--- src/rtl/wssd_pkg.sv ---
package wssd_pkg;

  // Data path widths and fixed-point layout.
  localparam int DATA_W     = 32;
  localparam int WIN_W      = 5;
  localparam int RUN_W      = 16;
  localparam int CFG_IDX_W  = 3;
  localparam int FRAC_SHIFT = 24;
  localparam int DIV_PRE    = DATA_W - FRAC_SHIFT;
  localparam int DIV_STEPS  = DATA_W;

  // Defaults for the top-level parameters.
  localparam int DEF_HISTORY_DEPTH   = 32;
  localparam int DEF_DISP_REF_FLOOR  = 1;
  localparam int DEF_FORCE_REF_FLOOR = 1;

  // Register reset values.
  localparam logic [WIN_W-1:0]  RST_WINDOW_LEN    = WIN_W'(10);
  localparam logic [RUN_W-1:0]  RST_CONSEC_NEEDED = RUN_W'(1);
  localparam logic [DATA_W-1:0] RST_MIN_TIME      = '0;
  localparam logic [DATA_W-1:0] RST_ABS_TOL       = '0;
  localparam logic [DATA_W-1:0] RST_REL_TOL       = DATA_W'(168);

  // Register indexes on the configuration port.
  typedef enum logic [CFG_IDX_W-1:0] {
    REG_WINDOW_LEN    = 3'd0,
    REG_CONSEC_NEEDED = 3'd1,
    REG_MIN_TIME      = 3'd2,
    REG_DISP_ABS_TOL  = 3'd3,
    REG_DISP_REL_TOL  = 3'd4,
    REG_FORCE_ABS_TOL = 3'd5,
    REG_FORCE_REL_TOL = 3'd6
  } cfg_reg_t;

endpackage

--- src/rtl/windowed_steady_state_detector_unit.sv ---
// Windowed steady-state detector. Each input beat carries a sample time and
// signed Q16.16 displacement and force values, stored in one history RAM.
// The current values are compared with those taken window_len samples
// earlier; the block reports absolute change (Q16.16) and relative change
// (Q8.24, saturating), judges steadiness, counts a run of steady samples and
// latches stopped when the run reaches consec_needed. Every input beat gives
// exactly one output beat. An evaluated sample passes from its accept to the
// next accept through these steps: forming the changes from the RAM read,
// two relative-change quotients from a single shared bit-serial divider
// (a start, 32 steps and a hand-back; a quotient that saturates skips the
// steps), one result step and an idle step that accepts the next beat. A
// sample not evaluated, or arriving after stop, goes from accept straight to
// the result step. The next beat is accepted while a finished result still
// waits on out_stall; that beat then waits in the result stage.
// The history RAM needs no clearing after reset.
module windowed_steady_state_detector_unit #(
  parameter int HISTORY_DEPTH   = wssd_pkg::DEF_HISTORY_DEPTH,
  parameter int DISP_REF_FLOOR  = wssd_pkg::DEF_DISP_REF_FLOOR,
  parameter int FORCE_REF_FLOOR = wssd_pkg::DEF_FORCE_REF_FLOOR
) (
  input  logic                               clk,
  input  logic                               rst,
  // Sample input channel.
  input  logic                               in_valid,
  output logic                               in_stall,
  input  logic [wssd_pkg::DATA_W-1:0]        sample_time,
  input  logic signed [wssd_pkg::DATA_W-1:0] displacement,
  input  logic signed [wssd_pkg::DATA_W-1:0] force_req,
  // Result output channel.
  output logic                               out_valid,
  input  logic                               out_stall,
  output logic                               changes_valid,
  output logic [wssd_pkg::DATA_W-1:0]        disp_abs_change,
  output logic [wssd_pkg::DATA_W-1:0]        disp_rel_change,
  output logic [wssd_pkg::DATA_W-1:0]        force_abs_change,
  output logic [wssd_pkg::DATA_W-1:0]        force_rel_change,
  output logic                               steady,
  output logic [wssd_pkg::RUN_W-1:0]         steady_count,
  output logic                               stop_now,
  output logic                               stopped,
  // Configuration write channel.
  input  logic                               cfg_valid,
  output logic                               cfg_ready,
  input  logic [wssd_pkg::CFG_IDX_W-1:0]     cfg_index,
  input  logic [wssd_pkg::DATA_W-1:0]        cfg_data
);

  import wssd_pkg::*;

  localparam int AW = (HISTORY_DEPTH > 1) ? $clog2(HISTORY_DEPTH) : 1;
  localparam int HW = $clog2(HISTORY_DEPTH + 1);
  localparam int CW = (HW > WIN_W) ? HW : WIN_W;
  localparam int SW = ((AW > WIN_W) ? AW : WIN_W) + 1;
  localparam logic [RUN_W-1:0] RUN_MAX = '1;

  typedef enum logic [2:0] {
    S_IDLE,
    S_READ,
    S_DIV_D,
    S_DIV_F,
    S_FIN
  } state_t;

  // Signed difference magnitude; always fits in 32 bits.
  function automatic logic [DATA_W-1:0] abs_diff(input logic [DATA_W-1:0] a,
                                                 input logic [DATA_W-1:0] b);
    logic [DATA_W:0] d;
    d = {a[DATA_W-1], a} - {b[DATA_W-1], b};
    return d[DATA_W] ? DATA_W'(~d + 1'b1) : d[DATA_W-1:0];
  endfunction

  // Reference: the larger of the old magnitude and the floor.
  function automatic logic [DATA_W-1:0] ref_of(input logic [DATA_W-1:0] v,
                                               input logic [DATA_W-1:0] flr);
    logic [DATA_W-1:0] m;
    m = v[DATA_W-1] ? (~v + 1'b1) : v;
    return (m < flr) ? flr : m;
  endfunction

  // Configuration registers.
  logic [WIN_W-1:0]  window_len;
  logic [RUN_W-1:0]  consec_needed;
  logic [DATA_W-1:0] min_time;
  logic [DATA_W-1:0] disp_abs_tol;
  logic [DATA_W-1:0] disp_rel_tol;
  logic [DATA_W-1:0] force_abs_tol;
  logic [DATA_W-1:0] force_rel_tol;

  // Control state.
  state_t            state;
  logic [AW-1:0]     write_slot;
  logic [HW-1:0]     samples_held;
  logic [RUN_W-1:0]  steady_run;
  logic              stop_latched;
  logic              eval;
  logic              skip;
  logic              div_start;

  // Working values of the sample in flight.
  logic [DATA_W-1:0] cur_disp;
  logic [DATA_W-1:0] cur_force;
  logic [DATA_W-1:0] dabs;
  logic [DATA_W-1:0] fabs;
  logic [DATA_W-1:0] dref;
  logic [DATA_W-1:0] fref;
  logic [DATA_W-1:0] drel;
  logic [DATA_W-1:0] frel;

  logic                in_accept;
  logic [AW-1:0]       slot_next;
  logic [HW-1:0]       held_next;
  logic                eval_now;
  logic [SW-1:0]       back_diff;
  logic [AW-1:0]       old_addr;
  logic [2*DATA_W-1:0] rd_data;
  logic [DATA_W-1:0]   old_disp;
  logic [DATA_W-1:0]   old_force;
  logic                div_done;
  logic [DATA_W-1:0]   div_quo;
  logic                steady_w;
  logic [RUN_W-1:0]    run_next;
  logic                stop_hit;
  logic                out_free;

  assign in_stall  = (state != S_IDLE);
  assign in_accept = in_valid && !in_stall;
  assign cfg_ready = 1'b1;
  assign out_free  = !out_valid || !out_stall;

  // Ring pointer and fill count after this beat is stored.
  assign slot_next = (write_slot == AW'(HISTORY_DEPTH - 1)) ? '0 : write_slot + 1'b1;
  assign held_next = (samples_held < HW'(HISTORY_DEPTH)) ? samples_held + 1'b1
                                                         : samples_held;
  assign eval_now  = !stop_latched && (sample_time >= min_time)
                   && (CW'(held_next) > CW'(window_len));

  // Slot of the reference sample, wrapped around the ring.
  assign back_diff = SW'(write_slot) - SW'(window_len);
  assign old_addr  = (SW'(write_slot) >= SW'(window_len))
                   ? AW'(back_diff) : AW'(back_diff + SW'(HISTORY_DEPTH));

  // A window of zero refers to the sample just written.
  assign old_disp  = (window_len == '0) ? cur_disp  : rd_data[2*DATA_W-1:DATA_W];
  assign old_force = (window_len == '0) ? cur_force : rd_data[DATA_W-1:0];

  // Steadiness and run update for the result stage.
  assign steady_w = eval && ((dabs <= disp_abs_tol) || (drel <= disp_rel_tol))
                  && ((fabs <= force_abs_tol) || (frel <= force_rel_tol));
  assign run_next = steady_w ? ((steady_run == RUN_MAX) ? steady_run : steady_run + 1'b1)
                             : '0;
  assign stop_hit = run_next >= consec_needed;

  wssd_ram #(
    .WIDTH (2 * DATA_W),
    .DEPTH (HISTORY_DEPTH)
  ) u_ring (
    .clk     (clk),
    .wr_en   (in_accept && !stop_latched),
    .wr_addr (write_slot),
    .wr_data ({displacement, force_req}),
    .rd_en   (in_accept),
    .rd_addr (old_addr),
    .rd_data (rd_data)
  );

  wssd_div u_div (
    .clk      (clk),
    .rst      (rst),
    .start    (div_start),
    .dividend ((state == S_DIV_F) ? fabs : dabs),
    .divisor  ((state == S_DIV_F) ? fref : dref),
    .done     (div_done),
    .quotient (div_quo)
  );

  // Configuration writes; unknown indexes are dropped.
  always_ff @(posedge clk) begin
    if (rst) begin
      window_len    <= RST_WINDOW_LEN;
      consec_needed <= RST_CONSEC_NEEDED;
      min_time      <= RST_MIN_TIME;
      disp_abs_tol  <= RST_ABS_TOL;
      disp_rel_tol  <= RST_REL_TOL;
      force_abs_tol <= RST_ABS_TOL;
      force_rel_tol <= RST_REL_TOL;
    end else if (cfg_valid && cfg_ready) begin
      case (cfg_index)
        REG_WINDOW_LEN:    window_len    <= cfg_data[WIN_W-1:0];
        REG_CONSEC_NEEDED: consec_needed <= cfg_data[RUN_W-1:0];
        REG_MIN_TIME:      min_time      <= cfg_data;
        REG_DISP_ABS_TOL:  disp_abs_tol  <= cfg_data;
        REG_DISP_REL_TOL:  disp_rel_tol  <= cfg_data;
        REG_FORCE_ABS_TOL: force_abs_tol <= cfg_data;
        REG_FORCE_REL_TOL: force_rel_tol <= cfg_data;
        default: ;
      endcase
    end
  end

  // Sequencer: accept, read the reference, two divides, then the result beat; unevaluated samples skip to the result.
  always_ff @(posedge clk) begin
    if (rst) begin
      state        <= S_IDLE;
      write_slot   <= '0;
      samples_held <= '0;
      steady_run   <= '0;
      stop_latched <= 1'b0;
      div_start    <= 1'b0;
      out_valid    <= 1'b0;
    end else begin
      // The divider starts after the read stage and after the first quotient.
      div_start <= (state == S_READ) || ((state == S_DIV_D) && div_done);
      if ((state == S_FIN) && out_free) begin
        out_valid <= 1'b1;
      end else if (!out_stall) begin
        out_valid <= 1'b0;
      end
      case (state)
        S_IDLE: begin
          if (in_accept) begin
            cur_disp  <= displacement;
            cur_force <= force_req;
            eval      <= eval_now;
            skip      <= stop_latched;
            if (!stop_latched) begin
              write_slot   <= slot_next;
              samples_held <= held_next;
            end
            state <= eval_now ? S_READ : S_FIN;
          end
        end
        S_READ: begin
          dabs      <= abs_diff(cur_disp, old_disp);
          fabs      <= abs_diff(cur_force, old_force);
          dref      <= ref_of(old_disp, DATA_W'(DISP_REF_FLOOR));
          fref      <= ref_of(old_force, DATA_W'(FORCE_REF_FLOOR));
          state     <= S_DIV_D;
        end
        S_DIV_D: begin
          if (div_done) begin
            drel      <= div_quo;
            state     <= S_DIV_F;
          end
        end
        S_DIV_F: begin
          if (div_done) begin
            frel  <= div_quo;
            state <= S_FIN;
          end
        end
        S_FIN: begin
          if (out_free) begin
            changes_valid    <= eval;
            disp_abs_change  <= eval ? dabs : '0;
            disp_rel_change  <= eval ? drel : '0;
            force_abs_change <= eval ? fabs : '0;
            force_rel_change <= eval ? frel : '0;
            if (skip) begin
              steady       <= 1'b0;
              steady_count <= steady_run;
              stop_now     <= 1'b0;
              stopped      <= 1'b1;
            end else begin
              steady       <= steady_w;
              steady_run   <= run_next;
              steady_count <= run_next;
              stop_now     <= stop_hit;
              stopped      <= stop_hit;
              if (stop_hit) begin
                stop_latched <= 1'b1;
              end
            end
            state <= S_IDLE;
          end
        end
        default: state <= S_IDLE;
      endcase
    end
  end

endmodule

--- src/rtl/wssd_ram.sv ---
module wssd_ram #(
  parameter int WIDTH = 64,
  parameter int DEPTH = 32
) (
  input  logic                     clk,
  input  logic                     wr_en,
  input  logic [$clog2(DEPTH)-1:0] wr_addr,
  input  logic [WIDTH-1:0]         wr_data,
  input  logic                     rd_en,
  input  logic [$clog2(DEPTH)-1:0] rd_addr,
  output logic [WIDTH-1:0]         rd_data
);

  logic [WIDTH-1:0] mem [DEPTH];

  // One write port and one registered read port.
  always_ff @(posedge clk) begin
    if (wr_en) begin
      mem[wr_addr] <= wr_data;
    end
    if (rd_en) begin
      rd_data <= mem[rd_addr];
    end
  end

endmodule

--- src/rtl/wssd_div.sv ---
module wssd_div (
  input  logic                       clk,
  input  logic                       rst,
  input  logic                       start,
  input  logic [wssd_pkg::DATA_W-1:0] dividend,
  input  logic [wssd_pkg::DATA_W-1:0] divisor,
  output logic                       done,
  output logic [wssd_pkg::DATA_W-1:0] quotient
);

  import wssd_pkg::*;

  typedef enum logic {
    D_IDLE,
    D_RUN
  } div_state_t;

  localparam int CNT_W = $clog2(DIV_STEPS);

  div_state_t        state;
  logic [DATA_W-1:0] rem;
  logic [CNT_W-1:0]  cnt;
  logic [DATA_W:0]   trial;
  logic              fits;
  logic              ovf;

  // The quotient overflows 32 bits when the upper dividend part reaches the divisor.
  assign ovf   = DATA_W'(dividend >> DIV_PRE) >= divisor;
  assign trial = {rem, quotient[DATA_W-1]};
  assign fits  = trial >= {1'b0, divisor};

  // Restoring division, one quotient bit per cycle. The quotient register also
  // holds the dividend bits still to be shifted in.
  always_ff @(posedge clk) begin
    if (rst) begin
      state <= D_IDLE;
      done  <= 1'b0;
    end else begin
      done <= 1'b0;
      case (state)
        D_IDLE: begin
          if (start) begin
            if (ovf) begin
              quotient <= '1;
              done     <= 1'b1;
            end else begin
              rem      <= DATA_W'(dividend >> DIV_PRE);
              quotient <= dividend << FRAC_SHIFT;
              cnt      <= '0;
              state    <= D_RUN;
            end
          end
        end
        D_RUN: begin
          rem      <= fits ? DATA_W'(trial - {1'b0, divisor}) : trial[DATA_W-1:0];
          quotient <= {quotient[DATA_W-2:0], fits};
          cnt      <= cnt + 1'b1;
          if (cnt == CNT_W'(DIV_STEPS - 1)) begin
            done  <= 1'b1;
            state <= D_IDLE;
          end
        end
        default: state <= D_IDLE;
      endcase
    end
  end

endmodule
--- config.mk ---
export PLATFORM = sky130hd
export DESIGN_NAME = windowed_steady_state_detector_unit
export DESIGN_NICKNAME = d
export VERILOG_FILES = /design/src/rtl/wssd_pkg.sv /design/src/rtl/windowed_steady_state_detector_unit.sv /design/src/rtl/wssd_ram.sv /design/src/rtl/wssd_div.sv
export SDC_FILE = /design/constraint.sdc
export NUM_CORES = 2
export LEC_CHECK = 0
export ABC_AREA = 1
export BUFFER_PORTS_ARGS = -buffer_cell sky130_fd_sc_hd__buf_2
export CELL_PAD_IN_SITES_DETAIL_PLACEMENT = 1
export CELL_PAD_IN_SITES_GLOBAL_PLACEMENT = 1
export CORE_MARGIN = 2
export CORE_UTILIZATION = 47
export DETAILED_ROUTE_END_ITERATION = 10
export PLACE_DENSITY_LB_ADDON = 0.1
export SYNTH_ARGS = -nofsm -noshare
export SYNTH_HDL_FRONTEND = slang
export SYNTH_SLANG_ARGS = --single-unit
--- constraint.sdc ---
create_clock -name clk -period 11.75 [get_ports clk]
set_input_delay 0 -clock clk [delete_from_list [all_inputs] [get_ports clk]]
set_output_delay 0 -clock clk [all_outputs]
set_load 0.05 [all_outputs]
# After elaboration in Yosys (flattened, before gate mapping)
# Memory sizes are Yosys's and may differ from the RTL's. A register that Yosys moved wholly into a read port is not among the register bits.
# Cells that the tools add are included.
[word_totals] reg_bits=691 ramBits=2048 out_inout_bits=151 wordCells=173 memories=1
[mem_list] name="u_ring.mem" depth=32 word_bits=64 read_ports=1 rd_ports_with_merged_regs=1 wr=1 line_no="wssd_ram.sv:14" text="logic [WIDTH-1:0] mem [DEPTH];"
[classes] n_addsub=13 n_lt_le_gt_ge=13 eq_ne=20 muxes=42 n_bitwise=8 reduce_logical=38
[op_table] op="$mux 32" count=13
[op_table] op="$add 32x1->32 const B" count=4
[op_table] op="$le 32x32->1" count=4
[op_table] op="$not 32->32" count=4
[op_table] op="$pmux 32 s2" count=2
[op_table] op="$sub 32x32->33" count=2
[op_table] op="$lt 32x1->1 const B" count=2
[op_table] op="$mux 16" count=3
[op_table] op="$ge 33x32->1" count=1
[op_table] op="$ge 24x32->1" count=1
[op_table] op="$ge 32x32->1" count=1
[op_table] op="$sub 32x32->32" count=1
[op_table] op="$mux 5" count=4
[op_table] op="$reduce_and 2->1" count=10
[op_table] op="$reduce_and 3->1" count=6
[op_table] op="$add 16x1->16 const B" count=1
[op_table] op="$eq 16x16->1 const B" count=1
[op_table] op="$ge 16x16->1" count=1
[op_table] op="$add 5x1->5 const B" count=3
[op_table] op="$mux 3" count=5
[op_table] op="$pmux 3 s5" count=1
[op_table] op="$eq 3x2->1 const B" count=4
[op_table] op="$eq 3x3->1 const B" count=4
[op_table] op="$eq 5x5->1 const B" count=2
[op_table] op="20 further kinds" count=54

# Logic depth before layout (Yosys ltp)
[logic_depth] depth_word=7 depth_mapped=29 ltp_nobuf=28

# Hierarchy
# Synthesis repeated with hierarchy kept, for this count alone.
[hier_totals] cells_unflattened=12552 area_unflattened_um2=127175.7
[by_module_without_submodules] mod="wssd_ram" n_inst=1 cells_per_inst=6768 area_each_um2=83662.7 seq_area_each_um2=63420.8
[by_module_without_submodules] mod="windowed_steady_state_detector_unit" n_inst=1 cells_per_inst=4793 area_each_um2=36925.4 seq_area_each_um2=16475.8
[by_module_without_submodules] mod="wssd_div" n_inst=1 cells_per_inst=991 area_each_um2=6587.6 seq_area_each_um2=2112.0

# Worst setup path after synthesis
# Ideal clock, no wire load.
[synth_path] path_kind="register to register" startpoint="register state[2]" endpoint="memory u_ring.mem[23][0], enable pin" setup_ps=644 arrival_time_ps=10770 setup_slack_ps=336 stages_incl_launch_ff=8 path_buffers=0 period_less_slack_ps=11414 cell_sequence="dfxtp_1 -> nor2_1 -> nand2_1 -> nor2_1 -> nand2_1 -> nor2_1 -> inv_1 -> nor4_1"
[synth_via] elab_chain_cells=6
[synth_lines] item="start: declaration" line_no="windowed_steady_state_detector_unit.sv:90" text="state_t state;"
[synth_lines] item="start signal: assignment" line_no="windowed_steady_state_detector_unit.sv:229" text="state <= eval_now ? S_READ : S_FIN;"
[synth_lines] item="$reduce_bool 3->1" line_no="windowed_steady_state_detector_unit.sv:125" text="assign in_stall = (state != S_IDLE);"
[synth_lines] item="via in_stall" line_no="windowed_steady_state_detector_unit.sv:25" text="output logic in_stall,"
[synth_lines] item="$logic_not 1->1" line_no="windowed_steady_state_detector_unit.sv:126" text="assign in_accept = in_valid && !in_stall;"
[synth_lines] item="$logic_and 1x1->1" line_no="windowed_steady_state_detector_unit.sv:126"
[synth_lines] item="via in_accept" line_no="windowed_steady_state_detector_unit.sv:109" text="logic in_accept;"
[synth_lines] item="$logic_and 1x1->1" line_no="windowed_steady_state_detector_unit.sv:158" text=".wr_en (in_accept && !stop_latched),"
[synth_lines] item="$mux 1" line_no="wssd_ram.sv:18" text="if (wr_en) begin"
[synth_lines] item="$mux 1 (implied by the code)" line_no="wssd_ram.sv:19" text="mem[wr_addr] <= wr_data;"
[synth_lines] item="end: declaration" line_no="wssd_ram.sv:14"
# The timed path passes the listed nets, and every way through them passes these cells.

# Final worst setup path
[layout_path] startpoint="register state[0]" endpoint="memory u_ring.mem[29][11], enable pin"
[layout_via] elab_chain_cells=6
[layout_lines] item="$reduce_bool 3->1" line_no="windowed_steady_state_detector_unit.sv:125"
[layout_lines] item="$logic_not 1->1" line_no="windowed_steady_state_detector_unit.sv:126"
[layout_lines] item="$logic_and 1x1->1" line_no="windowed_steady_state_detector_unit.sv:126"
[layout_lines] item="via in_accept" line_no="windowed_steady_state_detector_unit.sv:109"
[layout_lines] item="$logic_and 1x1->1" line_no="windowed_steady_state_detector_unit.sv:158"
[layout_lines] item="$mux 1" line_no="wssd_ram.sv:18"
[layout_lines] item="$mux 1 (implied by the code)" line_no="wssd_ram.sv:19"
# The timed path passes the listed nets, and every way through them passes these cells.

==> impl_results.md <==
- Status: completed
- Worst Path Required: 12230 ps
- Commonest non-fill, non-tap cells in the layout: edfxtp_1, nand2_1, nor2_1
- Max clock buf depth: 4
- Post-CTS setup buffer count: 0
- Final Hold Viols: 0
- Share of flip-flops with an asynchronous set or reset: 0
- Worst hold path type: in2reg
- RSZ-0062 raised after global routing: false
- Worst reg2reg path endpoint: u_ring.mem[29][11]
- Post-CTS Hold Fix Bufs: 111
- Crit-path cells: nor2_1, nand2_1, nor2_4, nand2_1, inv_1, nand2_1, nor2_4, buf_4
- Flop2flop setup slack: 6180 ps
- HPWL after DPL: 256000 µm
- Critical Path Sink: u_ring.mem[29][11]
- Mapped Cells: 10300
- Ys flop type: edfxtp_1
- Ports: 287
- Nets@finish: 11100
- Root Driver: clkbuf_16
- Starting Density: 0.474
- Die area: 266000 µm²
- Reg-to-reg startpoint: state[0]
- Share of cells above drive strength 1: 0.0831
- Number of synthesized flops with an enable pin: 2587
- Die Wd: 516 µm
- Regs by FF count: u_ring.mem x2048, u_ring.rd_data x64
- Layout area overhead: 12.6%
- Highest clock rate: 179 MHz
- Relative slew slack: 0.0542
- Setup CP Type: reg2reg
- Final worst clock skew: 85.4 ps
- Detailed-route DRC error count: 0
- Final Cycle Share: 0.474
- Cell variety after synth: 50
- Slowest stage delay, CP: 1260 ps
- CP endpoint kind: flip-flop
- Syn nets: 10800
- Synthesis warning total: 0
- R2r worst-path depth: 8
- Setup violations, final: 0
- CP max-delay cell: nor2_4
- Leak pwr: 52.7 nW
- Cell area after synthesis: 123000 µm²
- PwrDens: 236 nW/µm²
- Rows: 187
- Post-cts repair resize count: 0
- H-tree levels: 5
- Worst Path Arrival: 6050 ps
- First-pass GRT wire length: 600000 µm
- Initial DRC count: 8571
- Vias in the first global route: 88400
- Pwr Total: 0.0327 W
- Clock buffer count from CTS: 309
- Initial antenna violation count: 23
- Total wire length: 412000 µm
- Final setup TNS: 0 ps
- Clock slew at reported path FFs: 60 ps
- Commonest non-fill, non-tap cell in the layout: edfxtp_1
- Startpoint Class: flip-flop
- Final min period: 5570 ps
- Slew Viols, Final: 0
- Number of fill cells in the layout: 26800
- Top reg by flops: u_ring.mem
- Core area: 260000 µm²
- Sequential fraction of the synthesis area: 0.666
- CP Launch Point: state[0]
- Post-Syn Area per Cell: 12.0 µm²
- Dpl cell area: 128000 µm²
- Die height: 516 µm
- CTS tree: yes
- Port Buffers: 285
- CTS Sinks: 2803
- First-pass detailed-route iteration total: 5
- Total number of vias: 86000
- GP Congestion: 0.925
- Largest net degree at the start of global routing: 164
- Vias/cell: 5.99
- GRT Util Overall: 0.304
- Post-synthesis register bit count: 2803
- VDD IR max: 0.168 mV
- Fin area: 139000 µm²
- Crit path max fanout: 40
- Clock latency on the worst-skew pair: 890 ps
- Wire length per cell: 28.7 µm
- Max-cap violations: 0
- CP most frequent cell: nand2_1
- Post-route ant nets: 0
- Max FFs per register: 2048
- Slew at the pin with the worst max-slew slack: 1420 ps
- GRT Residual Overflow: 0
-- synthesized netlist by cell type, drive strengths merged, types with 2 or more instances --
master  number  area share
nor4        13     0.00066
a21oi      435       0.018
and3        64      0.0032
o221ai     513       0.036
o21ai      873       0.036
nor3b        3     0.00018
o211ai      34      0.0021
buf        103      0.0040
o31ai        6     0.00037
edfxtp    2587        0.63
nor2       945       0.029
nand3      482       0.020
inv        839       0.026
a31oi       73      0.0037
a21o         9     0.00055
fa           4     0.00065
a211oi       7     0.00043
nand4       85      0.0043
xor2        78      0.0055
nand2     1469       0.045
xnor2       51      0.0036
ha         318       0.032
or2          9     0.00046
o21a        20      0.0012
nor3        58      0.0024
a21boi       2     0.00012
clkbuf     432       0.013
clkinv       5     0.00015
mux2i      535       0.043
o21bai      13     0.00082
dfxtp      216       0.035
and2         3     0.00015
nand3b      23      0.0014
-- routing by layer --
layer	GRT usage	vias up	routed length, µm
li1	-	38100	-
met1	0.423	44000	175000
met2	0.496	3169	194000
met3	0.0376	693	27500
met4	0.103	8	15000
met5	0	-	47
-- how the worst min path moves through the flow --
stage,startpoint,to,slack [ps],depth (start not counted)
floorplan,displacement[0],cur_disp[0],100,0
detailed placement,out_stall,out_valid,390,3
finish,cfg_data[25],disp_abs_tol[25],120,4
global route,cfg_data[25],force_rel_tol[25],100,4
CTS,cfg_data[25],force_rel_tol[25],40,4
global placement,out_stall,out_valid,380,3
-- cell families (layout without fill, tap and decap cells) --
| family | count (synthesis) | count (layout) | synth area share |
|---|---|---|---|
| DFF | 2803 | 2803 | 0.666 |
| AOI/OAI and AO/OA | 1988 | 1988 | 0.0998 |
| adders and majority gates | 322 | 322 | 0.0329 |
| xor gates and xnor gates | 129 | 129 | 0.00917 |
| muxes | 535 | 535 | 0.0435 |
| other | 1 | 9 | 0.0000304 |
| buffers and inverters | 1379 | 1919 | 0.0429 |
| and+or+nand+nor | 3154 | 3154 | 0.106 |
-- worst max-delay path: cells and delay by family (launching register included) --
kind                   cells  cell delay, ps
flip-flops                 1             360
AND/OR/NAND/NOR            6            3300
buffers and inverters      2            1430
-- power by group --
group / switching [W] / total, W / internal [W] / leakage, nW
combinational: 0.00812 / 0.0113 / 0.00322 / 23.1
clock: 0.00394 / 0.00905 / 0.00511 / 4.46
sequential: 0.000433 / 0.0123 / 0.0119 / 25.2
-- metrics by stage --
step	utilization	std cells	hold WS (ps)	setup WS [ps]
floorplan	-	10300	98.9	336
global placement	0.494	13700	376	6320
detailed placement	0.494	13700	395	6250
CTS	0.533	14300	44.2	6240
global route	0.533	14400	97.8	5730
finish	0.533	14400	116	6180
-- area by class of cell --
cell class / instances / area (µm²) / share of cell area
sequential: 2803 / 82000 / 0.591
multi-input combinational: 6129 / 36300 / 0.262
clock buffer: 414 / 8270 / 0.0596
tap: 3496 / 4370 / 0.0315
timing repair buffer: 537 / 3670 / 0.0265
inverter: 844 / 3200 / 0.0230
clock inverter: 124 / 890 / 0.00641
antenna: 8 / 20.0 / 0.000144
Note: power is estimated with default switching activity, not from simulation.
